## config.mk

```make
export PLATFORM = sky130hd
export DESIGN_NAME = sat_queue
export DESIGN_NICKNAME = d
export VERILOG_FILES = /design/src/rtl/assert_macros.svh /design/src/rtl/sat_pkg.sv /design/src/rtl/sat_queue.sv
export SDC_FILE = /design/constraint.sdc
export NUM_CORES = 1
export LEC_CHECK = 0
export BUFFER_PORTS_ARGS = -buffer_cell sky130_fd_sc_hd__buf_2
export CAP_MARGIN = 30
export CORE_ASPECT_RATIO = 0.5
export CORE_MARGIN = 5
export CORE_UTILIZATION = 45
export DETAILED_ROUTE_END_ITERATION = 6
export GPL_ROUTABILITY_DRIVEN = 0
export PLACE_DENSITY = 0.65
export SYNTH_ARGS = -nofsm -noshare
export SYNTH_HDL_FRONTEND = slang
export SYNTH_SLANG_ARGS = --single-unit
```

## constraint.sdc

```tcl
create_clock -name aclk -period 4 [get_ports aclk]
set_input_delay 0.8 -clock aclk [delete_from_list [all_inputs] [get_ports aclk]]
set_output_delay 0.8 -clock aclk [all_outputs]
set_load 0.02 [all_outputs]
```

## src/rtl/assert_macros.svh

```systemverilog
// Assertion helpers used by the RTL top level.
`ifndef ASSERT_MACROS_SVH
`define ASSERT_MACROS_SVH

`ifndef SYNTHESIS
`define ASSERT_PROP(lbl, clk, rst_n, prop) \
    lbl: assert property (@(posedge clk) disable iff (!rst_n) prop) \
        else $error("assertion failed");
`define ASSERT_NEVER(lbl, clk, rst_n, expr) \
    lbl: assert property (@(posedge clk) disable iff (!rst_n) !(expr)) \
        else $error("forbidden condition seen");
`else
`define ASSERT_PROP(lbl, clk, rst_n, prop)
`define ASSERT_NEVER(lbl, clk, rst_n, expr)
`endif

`endif

```

## src/rtl/sat_pkg.sv

```systemverilog
`default_nettype none
package sat_pkg;

    localparam int MAX_ROWS   = 64;
    localparam int MAX_COLS   = 64;
    localparam int VALUE_BITS = 16;

    localparam int ROW_W  = $clog2(MAX_ROWS);
    localparam int COL_W  = $clog2(MAX_COLS);
    localparam int ADDR_W = ROW_W + COL_W;
    localparam int DEPTH  = MAX_ROWS * MAX_COLS;
    localparam int DIM_W  = 7;
    localparam int CNT_W  = ADDR_W + 1;
    localparam int TBL_W  = 29;
    localparam int SUM_W  = 28;
    localparam int FLD_W  = 6;

    localparam int S_TDATA_W = 40;
    localparam int M_TDATA_W = 32;
    localparam int CFG_IDX_W = 2;

    localparam int QUEUE_DEPTH = 4;
    localparam int QPTR_W      = $clog2(QUEUE_DEPTH);

    localparam logic [1:0] MODE_LOAD    = 2'd0;
    localparam logic [1:0] MODE_RESTART = 2'd1;
    localparam logic [1:0] MODE_QUERY   = 2'd2;

    localparam logic [1:0] STAT_OK        = 2'd0;
    localparam logic [1:0] STAT_BAD_QUERY = 2'd1;
    localparam logic [1:0] STAT_LOAD_FULL = 2'd2;

    localparam logic [CFG_IDX_W-1:0] REG_GRID_ROWS = 2'd0;
    localparam logic [CFG_IDX_W-1:0] REG_GRID_COLS = 2'd1;

    typedef enum logic [1:0] {
        OP_LOAD,
        OP_QUERY,
        OP_ERROR
    } op_kind_t;

    typedef enum logic {
        BK_IDLE,
        BK_RUN
    } back_state_t;

    // For a load: addr[0] is the entry above, addr[1] the entry written;
    // use_term[0..2] enable the above, left and above-left terms.
    // For a query: addr[0..3] are the four corners in the order
    // bottom-right, above-right, bottom-left, above-left.
    typedef struct packed {
        op_kind_t                     kind;
        logic [1:0]                   status;
        logic signed [TBL_W-1:0]      value;
        logic [3:0][ADDR_W-1:0]       addr;
        logic [3:0]                   use_term;
    } sat_entry_t;

endpackage
`default_nettype wire

```

## src/rtl/sat_queue.sv

```systemverilog
`default_nettype none
module sat_queue (
    input  wire logic          aclk,
    input  wire logic          aresetn,
    input  wire logic          push,
    input  wire sat_pkg::sat_entry_t din,
    input  wire logic          pop,
    output sat_pkg::sat_entry_t dout,
    output logic               full,
    output logic               empty
);
    import sat_pkg::*;

    sat_entry_t          slot_reg [QUEUE_DEPTH];
    logic [QPTR_W-1:0]   wr_ptr_reg, rd_ptr_reg;
    logic [QPTR_W:0]     count_reg;

    assign full  = (count_reg == (QPTR_W+1)'(QUEUE_DEPTH));
    assign empty = (count_reg == '0);
    assign dout  = slot_reg[rd_ptr_reg];

    always_ff @(posedge aclk) begin
        if (push && !full) begin
            slot_reg[wr_ptr_reg] <= din;
        end
    end

    always_ff @(posedge aclk) begin
        if (!aresetn) begin
            wr_ptr_reg <= '0;
            rd_ptr_reg <= '0;
            count_reg  <= '0;
        end else begin
            if (push && !full) begin
                wr_ptr_reg <= wr_ptr_reg + 1'b1;
            end
            if (pop && !empty) begin
                rd_ptr_reg <= rd_ptr_reg + 1'b1;
            end
            unique case ({push && !full, pop && !empty})
                2'b10:   count_reg <= count_reg + 1'b1;
                2'b01:   count_reg <= count_reg - 1'b1;
                default: count_reg <= count_reg;
            endcase
        end
    end

endmodule
`default_nettype wire

```

==> Yosys cells after proc, flatten, opt, wreduce, memory -nomap -nowiden <==
Memories as Yosys holds them, arrays and structs flattened. A register that Yosys moved wholly into a read port is not among the register bits.
Index checks and enable logic that the tools add are counted.
{ "word_totals": {"reg_bits": 7, "n_memories": 1, "elab_cells": 22, "ram_bits": 340, "out_inout_bits": 87} }
{ "mem_list": {"columns": ["name", "depth", "word_bits", "rd", "rd_clocked_by_memory_dff", "wr", "line_no", "source"], "rows": [
  ["slot_reg", 4, 85, 1, 1, 1, "sat_queue.sv:14", "sat_entry_t slot_reg [QUEUE_DEPTH];"]
]} }
{ "classes": {"n_addsub": 4, "reduce_logical": 6, "eq_ne": 3, "muxes": 5} }
{ "op_table": {"columns": ["cell", "n"], "rows": [
  ["$pmux 3 s2", 1],
  ["$add 2x1->2 const B", 2],
  ["$mux 2", 2],
  ["$add 3x1->3 const B", 1],
  ["$eq 3x3->1 const B", 1],
  ["$logic_not 3->1", 1],
  ["$sub 3x1->3 const B", 1],
  ["$eq 2x1->1 const B", 1],
  ["$eq 2x2->1 const B", 1],
  ["$logic_and 1x1->1", 2],
  ["$logic_not 1->1", 2],
  ["$mux 1", 2],
  ["$reduce_bool 2->1", 1]
]} }

==> Depth between registers and ports, before layout <==
{ "logic_depth": {"ltp_word": 5, "depth_mapped": 10, "ltp_nobuf": 9} }

==> Worst setup path before layout <==
No wires, ideal clock.
{ "synth_timing": {"kind": "input to register", "startpoint": "input port push", "endpoint": "memory slot_reg[2][0] in the netlist's numbering, enable pin", "stages": 3, "slack_ps": 392, "required_time_ps": 3547, "arrival_time_ps": 3155, "path_buffers": 1, "cell_sequence": "nor2b_1 clkbuf_1 and2_1"} }
{ "synth_via": {"elab_chain_cells": 3} }
{ "synth_lines": {"columns": ["element", "line_no", "source"], "rows": [
  ["start, declared", "sat_queue.sv:5", "input wire logic push,"],
  ["$logic_and 1x1->1", "sat_queue.sv:23", "if (push && !full) begin"],
  ["$mux 1", "sat_queue.sv:23", null],
  ["$mux 1 (not written as such)", "sat_queue.sv:24", "slot_reg[wr_ptr_reg] <= din;"],
  ["end, declared", "sat_queue.sv:14", null]
]} }
No other way between the ends.

==> flow_summary_export.csv <==
group,metric,value,unit
global_route,grt_overflow,0,
global_route,antenna_found_initial,2,
setup_path,worstPathMaxFanout,43,
setup_path,critical_path_class,"reg -> out",
logic_synthesis,synth-seq-area-share,81.1,%
timing,fin_crit,3.16,ns
logic_synthesis,ys.warnings.count,0,
pwr,leakage,5.04,nW
logic_synthesis,netlist_instances,498,
layout,drive_above_1_share,44.8,%
cts,hold_buffers,0,
timing,fin_crit_sh,79.1,%
logic_synthesis,ys_ff_latch,349,
logic_synthesis,synth-edff-count,340,
cts,post_cts_buffers,0,
flow_run,cap_violations,0,
timing,setup_viol,0,
timing,tns,0,ns
status,outcome,"completed",
routing,first_iter_violations,324,
global_route,grt_max_degree,48,
global_route,grt_pass1_vias,6205,
routing,route.detailed.drc,0,
logic_synthesis,syn_area,12800,um2
cts,clock_latency,0.56,ns
global_route,grt_use_total,14.8,%
logic_synthesis,async_flop_share,0,%
logic_synthesis,yosysMostFrequentCell,"edfxtp_1",
timing,finalClockSkew,0.0138,ns
cts,cts_resized,0,
layout,multi_input_area,2200,um2
routing,via_count,5633,
cts,htree_levels,1,
placed_design,dp_hpwl,14500,um
die,initial_core_util,45.9,%
routing,routed_wl,23700,um
logic_synthesis,synth_top_cells_by_area,"edfxtp_1, mux4_2, dfxtp_1",
die,die_h,129,um
logic_synthesis,yosysUniqueCellTypes,25,
layout,num-nets-final,793,
die,io_pins,176,
setup_path,required,3.20,ns
timing,relSlewSlack,55.6,%
logic_synthesis,synth_common_cells,"edfxtp_1, mux4_2, dfxtp_1",
worst_hold_path,holdCritPathClass,"in -> reg",
logic_synthesis,syn_nets,593,
layout,n_fill_cell,2169,
pwr,powerDensity,643,nW/um2
logic_synthesis,ys.flop_type,"edfxtp_1",
layout,ff_latch_area,10400,um2
die,core_area,27900,um2
cts,clk_pin_slew,0.07,ns
die,die_w,249,um
setup_path,crit_path_end_kind,"output port",
logic_synthesis,synth_area_per_cell,25.7,um2
cts,clockRootBuffer,"clkbuf_16",
layout,area_growth,18.2,%
logic_synthesis,yosysTopAreaCellShare,79.7,%
cts,cts_buffers,31,
timing,tightest_slew,0.665,ns
setup_path,critPathArrivalTime,2.36,ns
setup_path,critPathLaunchType,"register",
layout,largest_reg_flops,340,
die,die-area,32100,um2
pwr,fin_total_pwr,0.00973,W
logic_synthesis,synth_top_area_cell,"edfxtp_1",
placed_design,port_buffers,175,
routing,dr.pass1.iters,4,
timing,rsz0062_at_grt,"no",
global_route,grt_pass1_wl,36700,um
timing,drv_slew,0,
timing,max_freq,316,MHz
die,row_count,43,
routing,wl_per_cell,21.5,um
routing,viasPerCell,5.10,
cts,clock-sinks,349,
timing,hold_viol,0,
routing,ant_nets,0,
cts,clockBufferDepth,3,
pwr,peakVddDrop,0.000321,V
cts,cts_tree,"yes",
logic make-up (layout without fill, tap and decap cells):
group / count (synthesis) / after routing / share of synthesized area (%)
buffers and inverters: 27 / 250 / 1.76
multiplexers: 87 / 87 / 15.1
flip-flops: 349 / 349 / 81.1
XOR/XNOR: 2 / 2 / 0.137
AO/OA/AOI/OAI: 7 / 7 / 0.313
adder cells (fa/ha/maj): 6 / 6 / 0.645
other: 0 / 1 / 0
AND/OR/NAND/NOR: 20 / 20 / 0.889
stage by stage:
step,std cells,setup slack [ns],utilization [%],area (um2),hold slack (ns)
CTS,1103,0.729,54.3,15100,0.420
floorplan,498,0.392,-,12800,0.461
global route,1104,0.651,54.3,15100,0.421
detailed placement,1047,1.34,50.8,14100,0.496
global placement,1047,1.36,50.8,14100,0.471
finish,1104,0.836,54.3,15100,0.452
power by group:
group          switching [W]  internal (W)
Combinational        0.00130      0.000955
Sequential          0.000127       0.00440
Clock                0.00127       0.00167
metal layers:
metal  global-route usage, %  vias up  part of all wire (%)
met2                    26.3       82                    53
met4                    3.37        2                   1.6
li1                        -     2533                     -
met3                    3.43       35                   3.6
met5                       0        -                 0.055
met1                    19.1     2981                    42
critical path, cell delays in order (launching register included):
cell     delay, ns
dfxtp_4       0.61
buf_12        0.38
mux4_2        0.58
buf_2         0.18
cells in the final DEF, fill, tap and decap left out, drive strengths merged, types with 4 or more instances in the layout:
| cell type | Yosys | final |
|---|---|---|
| edfxtp | 340 | 340 |
| buf | 19 | 188 |
| mux4 | 85 | 85 |
| clkbuf | 2 | 34 |
| clkinv | 0 | 17 |
| dfxtp | 9 | 9 |
| nand2 | 7 | 7 |
| inv | 6 | 7 |
| and2 | 6 | 6 |
| o21ai | 5 | 5 |
| ha | 5 | 5 |
| bufinv | 0 | 4 |
area by class of cell:
class / instances / area share, %
flip-flops and latches: 349 / 68.7
multi-input cells: 122 / 14.5
repair buffers: 188 / 6.93
clock buffers: 34 / 5.20
well taps: 382 / 3.16
clock inverters: 22 / 1.36
inverters: 6 / 0.149
diodes: 1 / 0.0165
worst paths after layout:
path                                    start              end  slack, ns  depth (start not counted)
worst max-delay path                 register         dout[20]       0.84                          3
worst min-delay path                  din[73]  slot_reg[0][73]       0.45                          1
worst max register to register   count_reg[2]     count_reg[2]       1.81                          9
worst min register to register  wr_ptr_reg[0]    wr_ptr_reg[0]       0.50                          2
Note: power is estimated with default switching activity, not from simulation.
