==> config.mk <==
export PLATFORM = sky130hd
export DESIGN_NAME = sat_front
export DESIGN_NICKNAME = d
export VERILOG_FILES = /design/src/rtl/assert_macros.svh /design/src/rtl/sat_pkg.sv /design/src/rtl/sat_front.sv
export SDC_FILE = /design/constraint.sdc
export NUM_CORES = 1
export LEC_CHECK = 0
export BUFFER_PORTS_ARGS = -buffer_cell sky130_fd_sc_hd__buf_2
export CAP_MARGIN = 30
export CELL_PAD_IN_SITES_DETAIL_PLACEMENT = 1
export CELL_PAD_IN_SITES_GLOBAL_PLACEMENT = 1
export CORE_MARGIN = 1
export CORE_UTILIZATION = 45
export CTS_BUF_LIST = sky130_fd_sc_hd__clkbuf_4
export CTS_CLUSTER_SIZE = 40
export DETAILED_ROUTE_END_ITERATION = 10
export PLACE_DENSITY = 0.95
export REMOVE_ABC_BUFFERS = 1
export SKIP_CTS_REPAIR_TIMING = 1
export SLEW_MARGIN = 20
export SYNTH_ARGS = -nofsm -noshare
export SYNTH_HDL_FRONTEND = slang
export SYNTH_SLANG_ARGS = --single-unit
==> constraint.sdc <==
create_clock -name aclk -period 11.5 [get_ports aclk]
set_input_delay 0.575 -clock aclk [delete_from_list [all_inputs] [get_ports aclk]]
set_output_delay 0.575 -clock aclk [all_outputs]
set_load 0.02 [all_outputs]
==> src/rtl/assert_macros.svh <==
// Assertion helpers used by the RTL top level.
`ifndef ASSERT_MACROS_SVH
`define ASSERT_MACROS_SVH

`ifndef SYNTHESIS
`define ASSERT_PROP(lbl, clk, rst_n, prop) \
    lbl: assert property (@(posedge clk) disable iff (!rst_n) prop) \
        else $error("assertion failed");
`define ASSERT_NEVER(lbl, clk, rst_n, expr) \
    lbl: assert property (@(posedge clk) disable iff (!rst_n) !(expr)) \
        else $error("forbidden condition seen");
`else
`define ASSERT_PROP(lbl, clk, rst_n, prop)
`define ASSERT_NEVER(lbl, clk, rst_n, expr)
`endif

`endif

==> src/rtl/sat_pkg.sv <==
`default_nettype none
package sat_pkg;

    localparam int MAX_ROWS   = 64;
    localparam int MAX_COLS   = 64;
    localparam int VALUE_BITS = 16;

    localparam int ROW_W  = $clog2(MAX_ROWS);
    localparam int COL_W  = $clog2(MAX_COLS);
    localparam int ADDR_W = ROW_W + COL_W;
    localparam int DEPTH  = MAX_ROWS * MAX_COLS;
    localparam int DIM_W  = 7;
    localparam int CNT_W  = ADDR_W + 1;
    localparam int TBL_W  = 29;
    localparam int SUM_W  = 28;
    localparam int FLD_W  = 6;

    localparam int S_TDATA_W = 40;
    localparam int M_TDATA_W = 32;
    localparam int CFG_IDX_W = 2;

    localparam int QUEUE_DEPTH = 4;
    localparam int QPTR_W      = $clog2(QUEUE_DEPTH);

    localparam logic [1:0] MODE_LOAD    = 2'd0;
    localparam logic [1:0] MODE_RESTART = 2'd1;
    localparam logic [1:0] MODE_QUERY   = 2'd2;

    localparam logic [1:0] STAT_OK        = 2'd0;
    localparam logic [1:0] STAT_BAD_QUERY = 2'd1;
    localparam logic [1:0] STAT_LOAD_FULL = 2'd2;

    localparam logic [CFG_IDX_W-1:0] REG_GRID_ROWS = 2'd0;
    localparam logic [CFG_IDX_W-1:0] REG_GRID_COLS = 2'd1;

    typedef enum logic [1:0] {
        OP_LOAD,
        OP_QUERY,
        OP_ERROR
    } op_kind_t;

    typedef enum logic {
        BK_IDLE,
        BK_RUN
    } back_state_t;

    // For a load: addr[0] is the entry above, addr[1] the entry written;
    // use_term[0..2] enable the above, left and above-left terms.
    // For a query: addr[0..3] are the four corners in the order
    // bottom-right, above-right, bottom-left, above-left.
    typedef struct packed {
        op_kind_t                     kind;
        logic [1:0]                   status;
        logic signed [TBL_W-1:0]      value;
        logic [3:0][ADDR_W-1:0]       addr;
        logic [3:0]                   use_term;
    } sat_entry_t;

endpackage
`default_nettype wire

==> src/rtl/sat_front.sv <==
`default_nettype none
module sat_front (
    input  wire logic                           aclk,
    input  wire logic                           aresetn,
    input  wire logic                           cfg_wr_en,
    input  wire logic [sat_pkg::CFG_IDX_W-1:0]  cfg_index,
    input  wire logic [sat_pkg::DIM_W-1:0]      cfg_wdata,
    input  wire logic                           in_accept,
    input  wire logic [1:0]                     mode,
    input  wire logic signed [sat_pkg::VALUE_BITS-1:0] value,
    input  wire logic [sat_pkg::FLD_W-1:0]      row_top,
    input  wire logic [sat_pkg::FLD_W-1:0]      col_left,
    input  wire logic [sat_pkg::FLD_W-1:0]      row_bottom,
    input  wire logic [sat_pkg::FLD_W-1:0]      col_right,
    output sat_pkg::sat_entry_t                 entry
);
    import sat_pkg::*;

    logic [DIM_W-1:0] grid_rows_reg, grid_cols_reg;
    logic [DIM_W-1:0] load_row_reg, load_row_next;
    logic [COL_W-1:0] load_col_reg, load_col_next;
    logic [CNT_W-1:0] loaded_cnt_reg, loaded_cnt_next;

    logic [DIM_W-1:0] rows, cols;
    logic [DIM_W-1:0] r;
    logic [COL_W-1:0] c;
    logic [CNT_W-1:0] cnt_base;
    logic [CNT_W-1:0] lin_idx;
    logic [ROW_W-1:0] rt_m1;
    logic [COL_W-1:0] cl_m1;
    logic             query_bad;

    always_comb begin
        if (grid_rows_reg == '0) begin
            rows = DIM_W'(1);
        end else if (grid_rows_reg > DIM_W'(MAX_ROWS)) begin
            rows = DIM_W'(MAX_ROWS);
        end else begin
            rows = grid_rows_reg;
        end
        if (grid_cols_reg == '0) begin
            cols = DIM_W'(1);
        end else if (grid_cols_reg > DIM_W'(MAX_COLS)) begin
            cols = DIM_W'(MAX_COLS);
        end else begin
            cols = grid_cols_reg;
        end
    end

    always_comb begin
        // A restart places the item at the top-left corner with an empty table.
        if (mode == MODE_RESTART) begin
            r        = '0;
            c        = '0;
            cnt_base = '0;
        end else begin
            r        = load_row_reg;
            c        = load_col_reg;
            cnt_base = loaded_cnt_reg;
        end
        lin_idx = CNT_W'(CNT_W'(row_bottom) * CNT_W'(cols)) + CNT_W'(col_right);
        rt_m1   = ROW_W'(row_top - 1'b1);
        cl_m1   = COL_W'(col_left - 1'b1);
        query_bad = (row_top > row_bottom) || (col_left > col_right) ||
                    (DIM_W'(row_bottom) >= rows) || (DIM_W'(col_right) >= cols) ||
                    (lin_idx >= loaded_cnt_reg);

        load_row_next   = load_row_reg;
        load_col_next   = load_col_reg;
        loaded_cnt_next = loaded_cnt_reg;

        entry.kind     = OP_ERROR;
        entry.status   = STAT_BAD_QUERY;
        entry.value    = TBL_W'(value);
        entry.addr     = '0;
        entry.use_term = '0;

        unique case (mode)
            MODE_LOAD, MODE_RESTART: begin
                if (r >= rows || DIM_W'(c) >= cols) begin
                    entry.status = STAT_LOAD_FULL;
                    if (mode == MODE_RESTART) begin
                        load_row_next   = '0;
                        load_col_next   = '0;
                        loaded_cnt_next = '0;
                    end
                end else begin
                    entry.kind        = OP_LOAD;
                    entry.status      = STAT_OK;
                    entry.addr[0]     = {ROW_W'(r - 1'b1), c};
                    entry.addr[1]     = {ROW_W'(r), c};
                    entry.use_term[0] = (r != '0);
                    entry.use_term[1] = (c != '0);
                    entry.use_term[2] = (r != '0) && (c != '0);
                    loaded_cnt_next   = cnt_base + 1'b1;
                    if (DIM_W'(c) + 1'b1 >= cols) begin
                        load_col_next = '0;
                        load_row_next = r + 1'b1;
                    end else begin
                        load_col_next = c + 1'b1;
                        load_row_next = r;
                    end
                end
            end
            MODE_QUERY: begin
                if (!query_bad) begin
                    entry.kind        = OP_QUERY;
                    entry.status      = STAT_OK;
                    entry.addr[0]     = {ROW_W'(row_bottom), COL_W'(col_right)};
                    entry.addr[1]     = {rt_m1, COL_W'(col_right)};
                    entry.addr[2]     = {ROW_W'(row_bottom), cl_m1};
                    entry.addr[3]     = {rt_m1, cl_m1};
                    entry.use_term[0] = 1'b1;
                    entry.use_term[1] = (row_top != '0);
                    entry.use_term[2] = (col_left != '0);
                    entry.use_term[3] = (row_top != '0) && (col_left != '0);
                end
            end
            default: begin
            end
        endcase
    end

    always_ff @(posedge aclk) begin
        if (!aresetn) begin
            grid_rows_reg  <= DIM_W'(MAX_ROWS);
            grid_cols_reg  <= DIM_W'(MAX_COLS);
            load_row_reg   <= '0;
            load_col_reg   <= '0;
            loaded_cnt_reg <= '0;
        end else if (cfg_wr_en) begin
            // A shape change restarts loading so that stale entries stay hidden.
            if (cfg_index == REG_GRID_ROWS || cfg_index == REG_GRID_COLS) begin
                if (cfg_index == REG_GRID_ROWS) begin
                    grid_rows_reg <= cfg_wdata;
                end else begin
                    grid_cols_reg <= cfg_wdata;
                end
                load_row_reg   <= '0;
                load_col_reg   <= '0;
                loaded_cnt_reg <= '0;
            end
        end else if (in_accept) begin
            load_row_reg   <= load_row_next;
            load_col_reg   <= load_col_next;
            loaded_cnt_reg <= loaded_cnt_next;
        end
    end

endmodule
`default_nettype wire

==> Word level (Yosys, flattened, before mapping) <==
Index checks and enable logic that the tools add are counted.
W data, S select, Z words.
{ "classes": {"addsub": 8, "multipliers": 1, "magnitude_cmp": 10, "eq_ne": 4, "mux": 34, "n_bitwise": 1, "n_reduce_logical": 22} }
{ "op_table": {"columns": ["cell", "count"], "rows": [
  ["$mux W13", 6],
  ["$mux W7", 11],
  ["$mux W52", 1],
  ["$mux W24", 2],
  ["$pmux W24 S2", 1],
  ["$mux W6", 7],
  ["$ge A6 B7 Y1", 3],
  ["$reduce_bool A6 Y1", 3],
  ["$sub A6 B1 Y6 const B", 3],
  ["$ge A7 B7 Y1", 2],
  ["$gt A7 B7 Y1 const B", 2],
  ["$logic_not A7 Y1", 2],
  ["$add A13 B1 Y13 const B", 1],
  ["$add A13 B6 Y13", 1],
  ["$ge A13 B13 Y1", 1],
  ["$mul A6 B7 Y13", 1],
  ["$gt A6 B6 Y1", 2],
  ["$reduce_and A3 Y1", 3],
  ["$pmux W4 S2", 1],
  ["$add A6 B1 Y7 const B", 1],
  ["$add A7 B1 Y7 const B", 1],
  ["$reduce_bool A7 Y1", 1],
  ["$add A6 B1 Y6 const B", 1],
  ["$logic_or A1 B1 Y1", 6],
  ["other kinds (13)", 17]
]} }
{ "totals": {"regBits": 40, "in_bits": 55, "wordCells": 85} }

==> Depth between registers and ports, before layout <==
Gate-level depths: netlist of run 1.
{ "depth": {"word_depth": 9, "ltp_mapped": 28} }

==> Worst setup path before layout of run 1 <==
OpenSTA, ideal clock, no wires.
{ "synth_path": {"kind": "register to output", "from": "register grid_cols_reg[6]", "to": "output entry[20] in the netlist's numbering", "t_arrival_ns": 6.481, "slack_ns": 4.444, "path_stages_with_launch": 26, "n_path_buf": 3, "path_cell_list": "dfxtp_1 buf_4 clkbuf_1 nor2_1 nand2_1 fa_1 fa_1 inv_1 fa_1 inv_1 fa_1 inv_1 ha_1 and3_1 a221o_1 a21oi_1 a31oi_1 xnor2_1 ha_1 and2_1 a2111oi_4 o21ai_2 nor4b_4 nand3_4 o21ai_0 buf_4"} }
{ "synth_rtl": {"columns": ["element", "line", "rtl"], "rows": [
  ["from (decl)", "sat_front.sv:19", "logic [DIM_W-1:0] grid_rows_reg, grid_cols_reg;"],
  ["from (signal assigned)", "sat_front.sv:127", "grid_cols_reg <= DIM_W'(MAX_COLS);"],
  ["from (signal assigned)", "sat_front.sv:137", "grid_cols_reg <= cfg_wdata;"],
  ["to (decl)", "sat_front.sv:15", "output sat_pkg::sat_entry_t entry"]
]} }

==> impl_metrics.toml, run 1 <==
[place]
dp_slack_ns = 3.843
place_hpwl_mm = 17.99
place_congestion = 0.9193
port_buffers = 94

[sta]
tightest_slew_ns = 0.9449
report.final.slew_viol_count = 0
period_share = 0.7048
fmax_ghz = 0.1234
timing.final.ws_setup_ns = 3.395
period_minus_slack_ns = 8.105
relSlewSlack = 0.3648
fin_worst_skew_ns = 0.03173
tns_ns = 0
rsz0062_at_grt = "false"
hold_viol = 0
setup_violations = 0

[power]
power_density_nw_per_um2 = 57.28
total_leakage_power_uw = 0.003061
power.net_switching_uw = 141.4
p_seq_frac = 0.388
comb_power_share = 0.340
p_int_uw = 229.6
pwr-share-clk = 0.272
swShare = 0.3812
peakVddDrop_mv = 0.05766

[final_layout]
mostFrequentLayoutCell = "ha_1"
nets = 1003
diodes = 0
drive_gt1_frac = 0.1622
largest_reg_flops = 13
area_growth_pct = 6.043
layout.cells.most_common_list = "99 x ha_1, 94 x buf_2, 88 x nand2_1, 87 x nor2_1, 79 x inv_1"

[setup_path]
critPathLaunchType = "flop"
path_common_cell = "fa_1"
worst-endpoint-required_ns = 10.93
cp_top_family = "adder cells"
critPathKind = "reg2out"
cp_slowest_cell = "fa_1"
cp_max_fo = 37
path_buf_inv = 4
slowest_delay_ns = 0.54
worstPathArrival_ns = 7.53
cp-end-kind = "output pin"

[min_path]
holdCritPathClass = "in2reg"

[synthesis]
synthFlopType = "dfxtp_1"
ys_seq_area_frac = 0.1311
synth_area_um2 = 6108
synth.distinct_cells = 80
synthArstFlopShare = 0
synth-edff-count = 0
synth-seq-cells = 40
yosys_warnings = 0
syn_avg_cell_area_um2 = 7.762
synthCells = 787

[clock_tree]
cts_tree = "yes"
clkSinkCount = 40
clkTransAtPathRegs_ns = 0.13
worstSkewPairLatency_ns = 0.40
cts_made_buffers = 5
clk_path_buf_depth = 2
htree_levels = 2
root_buffer = "clkbuf_4"

[global_routing]
antenna_found_initial = 0
gr-total-overflow = 0
grt_pass1_wl_mm = 34.92
grt_max_degree = 38
first_global_vias = 6402
grt_util_all_layers = 0.3173

[floorplan]
die_w_um = 118.5
rows = 42
die-area_um2 = 14040
start_util = 0.4613
num_io_pins = 140
die_height_um = 118.5
core_area_um2 = 13240

[routing]
drt_iter0_drc = 413
wl_mm = 21.68
via_per_inst = 6.079
firstDrtPassIters = 4
drc = 0
ant_nets = 0
routedWlPerCell_um = 21.64
num_vias = 6091

[run_status]
status = "completed"

[flow_run]
drv_cap = 0
logic make-up (layout without fill, tap and decap cells):
logic type	after synthesis	in the layout	share of synthesized area
adders and majority gates	123	123	0.2814
AOI/OAI and AO/OA	147	147	0.1778
buffers and inverters	150	189	0.1208
and+or+nand+nor	294	294	0.2397
muxes	8	8	0.01331
DFF	40	40	0.1311
xor gates and xnor gates	25	25	0.03585
area by class of cell:
class                      count  area, µm²
multi-input combinational    597       4569
sequential                    40      800.8
clock buffer                   5      37.54
clock inverter                 3      42.54
tap                          176      220.2
inverter                      85      321.6
fill                        1685       6765
timing repair buffer          96      485.5
cells in the mapped netlist, types with 3 or more instances:
cell type	count	share of area
inv_1	79	0.049
clkinv_1	4	0.0025
a22o_1	5	0.0072
or3_1	3	0.0031
o21ai_0	25	0.020
xnor2_1	18	0.026
a22oi_1	3	0.0037
o211ai_1	11	0.014
nand4_1	18	0.018
nor4_1	5	0.0051
buf_4	43	0.053
a21oi_1	27	0.022
nand2_1	88	0.054
o22ai_1	15	0.015
a21o_1	4	0.0049
nor3b_1	3	0.0037
nand3_1	22	0.018
a32o_1	4	0.0066
nor2b_1	12	0.012
o21ai_1	3	0.0025
a211o_1	3	0.0043
buf_2	9	0.0074
mux2i_1	7	0.011
nor2_1	87	0.053
a32oi_1	3	0.0043
a211oi_1	3	0.0037
ha_1	99	0.20
a31oi_1	7	0.0072
nor3_1	19	0.016
nand2b_1	6	0.0061
dfxtp_1	40	0.13
xor2_1	7	0.010
clkbuf_1	12	0.0074
and2_1	7	0.0072
fa_1	24	0.079
and3_1	7	0.0072
stage by stage:
step / instance area, µm² / hold slack [ns] / power (µW) / cells / util
floorplan: 5692 / 0.4272 / 220.8 / 722 / -
global placement: 6397 / 0.4518 / 261.9 / 994 / 0.4831
detailed placement: 6397 / 0.4540 / 270.2 / 994 / 0.4831
CTS: 6477 / 0.4355 / 369.7 / 1002 / 0.4891
global route: 6477 / 0.4723 / 387.9 / 1002 / 0.4891
finish: 6477 / 0.4464 / 371.0 / 1002 / 0.4891
layer usage:
layer  part of all wire  track usage  vias up
met5                  0            0        -
met4              0.045       0.1717        0
met3              0.064      0.05405       64
met2               0.47       0.5279      258
met1               0.42       0.3901     2980
li1                   -            -     2789
final timing paths:
path	start	to	slack [ns]	cells after the start
setup / recovery	grid_cols_reg[1]$_SDFFE_PN0P_	entry[4]	3.40	25
hold reg to reg	loaded_cnt_reg[4]$_SDFFE_PN0P_	loaded_cnt_reg[4]$_SDFFE_PN0P_	0.47	1
hold / removal	cfg_wdata[2]	grid_rows_reg[2]$_SDFFE_PN0P_	0.45	3
setup reg to reg	grid_cols_reg[6]$_SDFFE_PN1P_	load_col_reg[1]$_SDFFE_PN0P_	7.79	9
power groups by stage:
stage / combinational (µW) / sequential (µW) / clock, µW
2_1_floorplan: 74.8 / 146 / 0
3_3_place_gp: 115 / 147 / 0
3_5_place_dp: 123 / 147 / 0
4_1_cts: 124 / 144 / 102
5_1_grt: 137 / 144 / 106
6_report: 126 / 144 / 101
worst register-to-register path, delay by kind of cell (launching register included):
kind | cells | cell delay, ns
AO/OA/AOI/OAI | 5 | 1.44
adder cells (fa/ha/maj) | 1 | 0.34
AND/OR/NAND/NOR | 2 | 0.67
buffers and inverters | 1 | 0.37
flip-flops | 1 | 0.82
Power figures use the tool's default switching activity.
==> run 2, diff against run 1 <==
--- a/config.mk
+++ b/config.mk
@@ -5,16 +5,17 @@
 export SDC_FILE = /design/constraint.sdc
 export NUM_CORES = 1
 export LEC_CHECK = 0
+export ABC_AREA = 1
 export BUFFER_PORTS_ARGS = -buffer_cell sky130_fd_sc_hd__buf_2
 export CAP_MARGIN = 30
 export CELL_PAD_IN_SITES_DETAIL_PLACEMENT = 1
 export CELL_PAD_IN_SITES_GLOBAL_PLACEMENT = 1
 export CORE_MARGIN = 1
-export CORE_UTILIZATION = 45
+export CORE_UTILIZATION = 36
 export CTS_BUF_LIST = sky130_fd_sc_hd__clkbuf_4
 export CTS_CLUSTER_SIZE = 40
 export DETAILED_ROUTE_END_ITERATION = 10
-export PLACE_DENSITY = 0.95
+export PLACE_DENSITY = 0.9
 export REMOVE_ABC_BUFFERS = 1
 export SKIP_CTS_REPAIR_TIMING = 1
 export SLEW_MARGIN = 20
==> constraint.sdc (replaced) <==
create_clock -name aclk -period 7.44 [get_ports aclk]
set_input_delay 0.372 -clock aclk [delete_from_list [all_inputs] [get_ports aclk]]
set_output_delay 0.372 -clock aclk [all_outputs]
set_load 0.02 [all_outputs]
==> impl_metrics.toml, run 2 <==
[sta]
tightest_slew_ns = 0.8335
setup_violations = 0
relSlewSlack = 0.4409
holdWs_ns = 0.2307
period_share = 0.9530
report.final.slew_viol_count = 0
hold_viol = 0
fmax_ghz = 0.1410
period_minus_slack_ns = 7.090
fin_worst_skew_ns = 0.009141

[final_layout]
mostFrequentLayoutCell = "nand2_1"
nets = 1251
area_growth_pct = 10.12
final_util = 0.4088
layout.cells.most_common_list = "234 x nand2_1, 163 x inv_1, 117 x nor2_1, 98 x ha_1, 78 x buf_2"
drive_gt1_frac = 0.1538
largest_reg_flops = 13

[place]
port_buffers = 94
place_hpwl_mm = 18.34
place_congestion = 0.8887

[clock_tree]
clkTransAtPathRegs_ns = 0.14
cts_tree = "yes"
cts_made_buffers = 5
clk_path_buf_depth = 2
worstSkewPairLatency_ns = 0.38
htree_levels = 2
clkSinkCount = 40
root_buffer = "clkbuf_4"

[synthesis]
synth-edff-count = 0
synth-seq-cells = 40
synth.area.top_cells = "ha_1 19%, nand2_1 14%, dfxtp_1 12%, inv_1 9.7%, fa_1 7.4%"
synthCells = 1024
synthArstFlopShare = 0
syn_avg_cell_area_um2 = 6.315
synth_top_area_frac = 0.1916
synth_area_um2 = 6466
synthFlopType = "dfxtp_1"
ys_seq_area_frac = 0.1238
yosys_warnings = 0
synth_commonest_cells = "238 x nand2_1, 167 x inv_1, 127 x nor2_1"
synth.distinct_cells = 36
yosysMostFrequentCell = "nand2_1"
yosys.area.top_type = "ha_1"

[routing]
drt_iter0_drc = 410
ant_nets = 0
drc = 0
firstDrtPassIters = 5
num_vias = 6918
via_per_inst = 5.326
wl_mm = 22.74
routedWlPerCell_um = 17.51

[global_routing]
grt_pass1_wl_mm = 35.19
antenna_found_initial = 1
gr-total-overflow = 0
first_global_vias = 6965
grt_max_degree = 42
grt_util_all_layers = 0.2446

[setup_path]
critPathLaunchType = "flop"
path_common_cell = "nand2_1"
worst-endpoint-required_ns = 7.07
slowest_delay_ns = 0.55
path_buf_inv = 8
cp-end-kind = "output pin"
worstPathArrival_ns = 6.72
cp_max_fo = 7
cp_slowest_cell = "fa_1"
critPathKind = "reg2out"
cp_top_family = "adder cells"

[min_path]
holdCritPathClass = "in2reg"

[flow_run]
drv_cap = 0

[floorplan]
die_height_um = 136.0
die_w_um = 136.0
num_io_pins = 140
rows = 48
start_util = 0.3713
die-area_um2 = 18500
core_area_um2 = 17420

[power]
total_leakage_power_uw = 0.003933
peakVddDrop_mv = 0.06697
power_density_nw_per_um2 = 99.35

[run_status]
status = "completed"
==> run 2: final cells by class <==
cell class              instances  area (µm²)
diodes                          1       2.502
clock buffers                   5       37.54
clock inverters                 2       12.51
fillers                      2349       10300
inverters                     176       660.6
multi-input cells             747        4731
flip-flops and latches         40       802.0
well taps                     225       281.5
repair buffers                103       593.1
==> run 2: final timing paths <==
path | end | cells past startpoint | from | slack [ns]
worst max register to register | load_col_reg[3]$_SDFFE_PN0P_ | 20 | grid_cols_reg[0]$_SDFFE_PN0P_ | 4.27
worst min register to register | load_row_reg[5]$_SDFFE_PN0P_ | 2 | load_row_reg[5]$_SDFFE_PN0P_ | 0.48
worst max-delay path | entry[44] | 35 | grid_cols_reg[0]$_SDFFE_PN0P_ | 0.35
worst min-delay path | grid_rows_reg[3]$_SDFFE_PN0P_ | 3 | cfg_wdata[3] | 0.23
==> run 2: metrics by stage <==
step	setup slack, ns	area [µm²]	TNS, ns	cells	total power, µW
final	0.3495	7121	0	1299	707.4
after floorplan	0.2306	6050	0	963	444.4
after detailed placement	0.1911	6839	0	1287	558.2
after CTS	-0.3116	6889	-4.591	1294	681.4
after global placement	0.4740	6839	0	1287	539.4
after global routing	-0.02394	7121	-0.07369	1299	755.4
==> run 2: logic make-up (layout without fill, tap and decap cells) <==
group                    Yosys count  after routing  synth area share
other                              0              1                 0
AO/OA/AOI/OAI                    105            105           0.08456
AND/OR/NAND/NOR                  493            493            0.3239
XOR/XNOR                          26             26           0.03522
flip-flops                        40             40            0.1238
buffers and inverters            237            286            0.1666
adder cells (fa/ha/maj)          123            123            0.2659
==> run 2: power breakdown <==
group | internal (µW) | switching [µW]
combinational | 120 | 240
sequential | 221 | 5.02
clock | 34.6 | 87.0
==> run 2: worst register-to-register path: cells and delay by family, from the launching register on <==
family / cells / cell delay [ns]
fa+ha+maj: 1 / 0.35
simple gates: 13 / 1.44
flops: 1 / 0.35
buf+inv: 5 / 0.77
compound gates: 1 / 0.16
==> run 2: layer usage <==
layer / global-route usage / vias up / wire length (µm) / share of wire
met3: 0.03766 / 57 / 1378 / 0.061
met5: 0 / - / 0 / 0
met1: 0.2799 / 3306 / 9184 / 0.40
met4: 0.1000 / 0 / 843 / 0.037
li1: - / 3291 / - / -
met2: 0.4484 / 264 / 11340 / 0.50
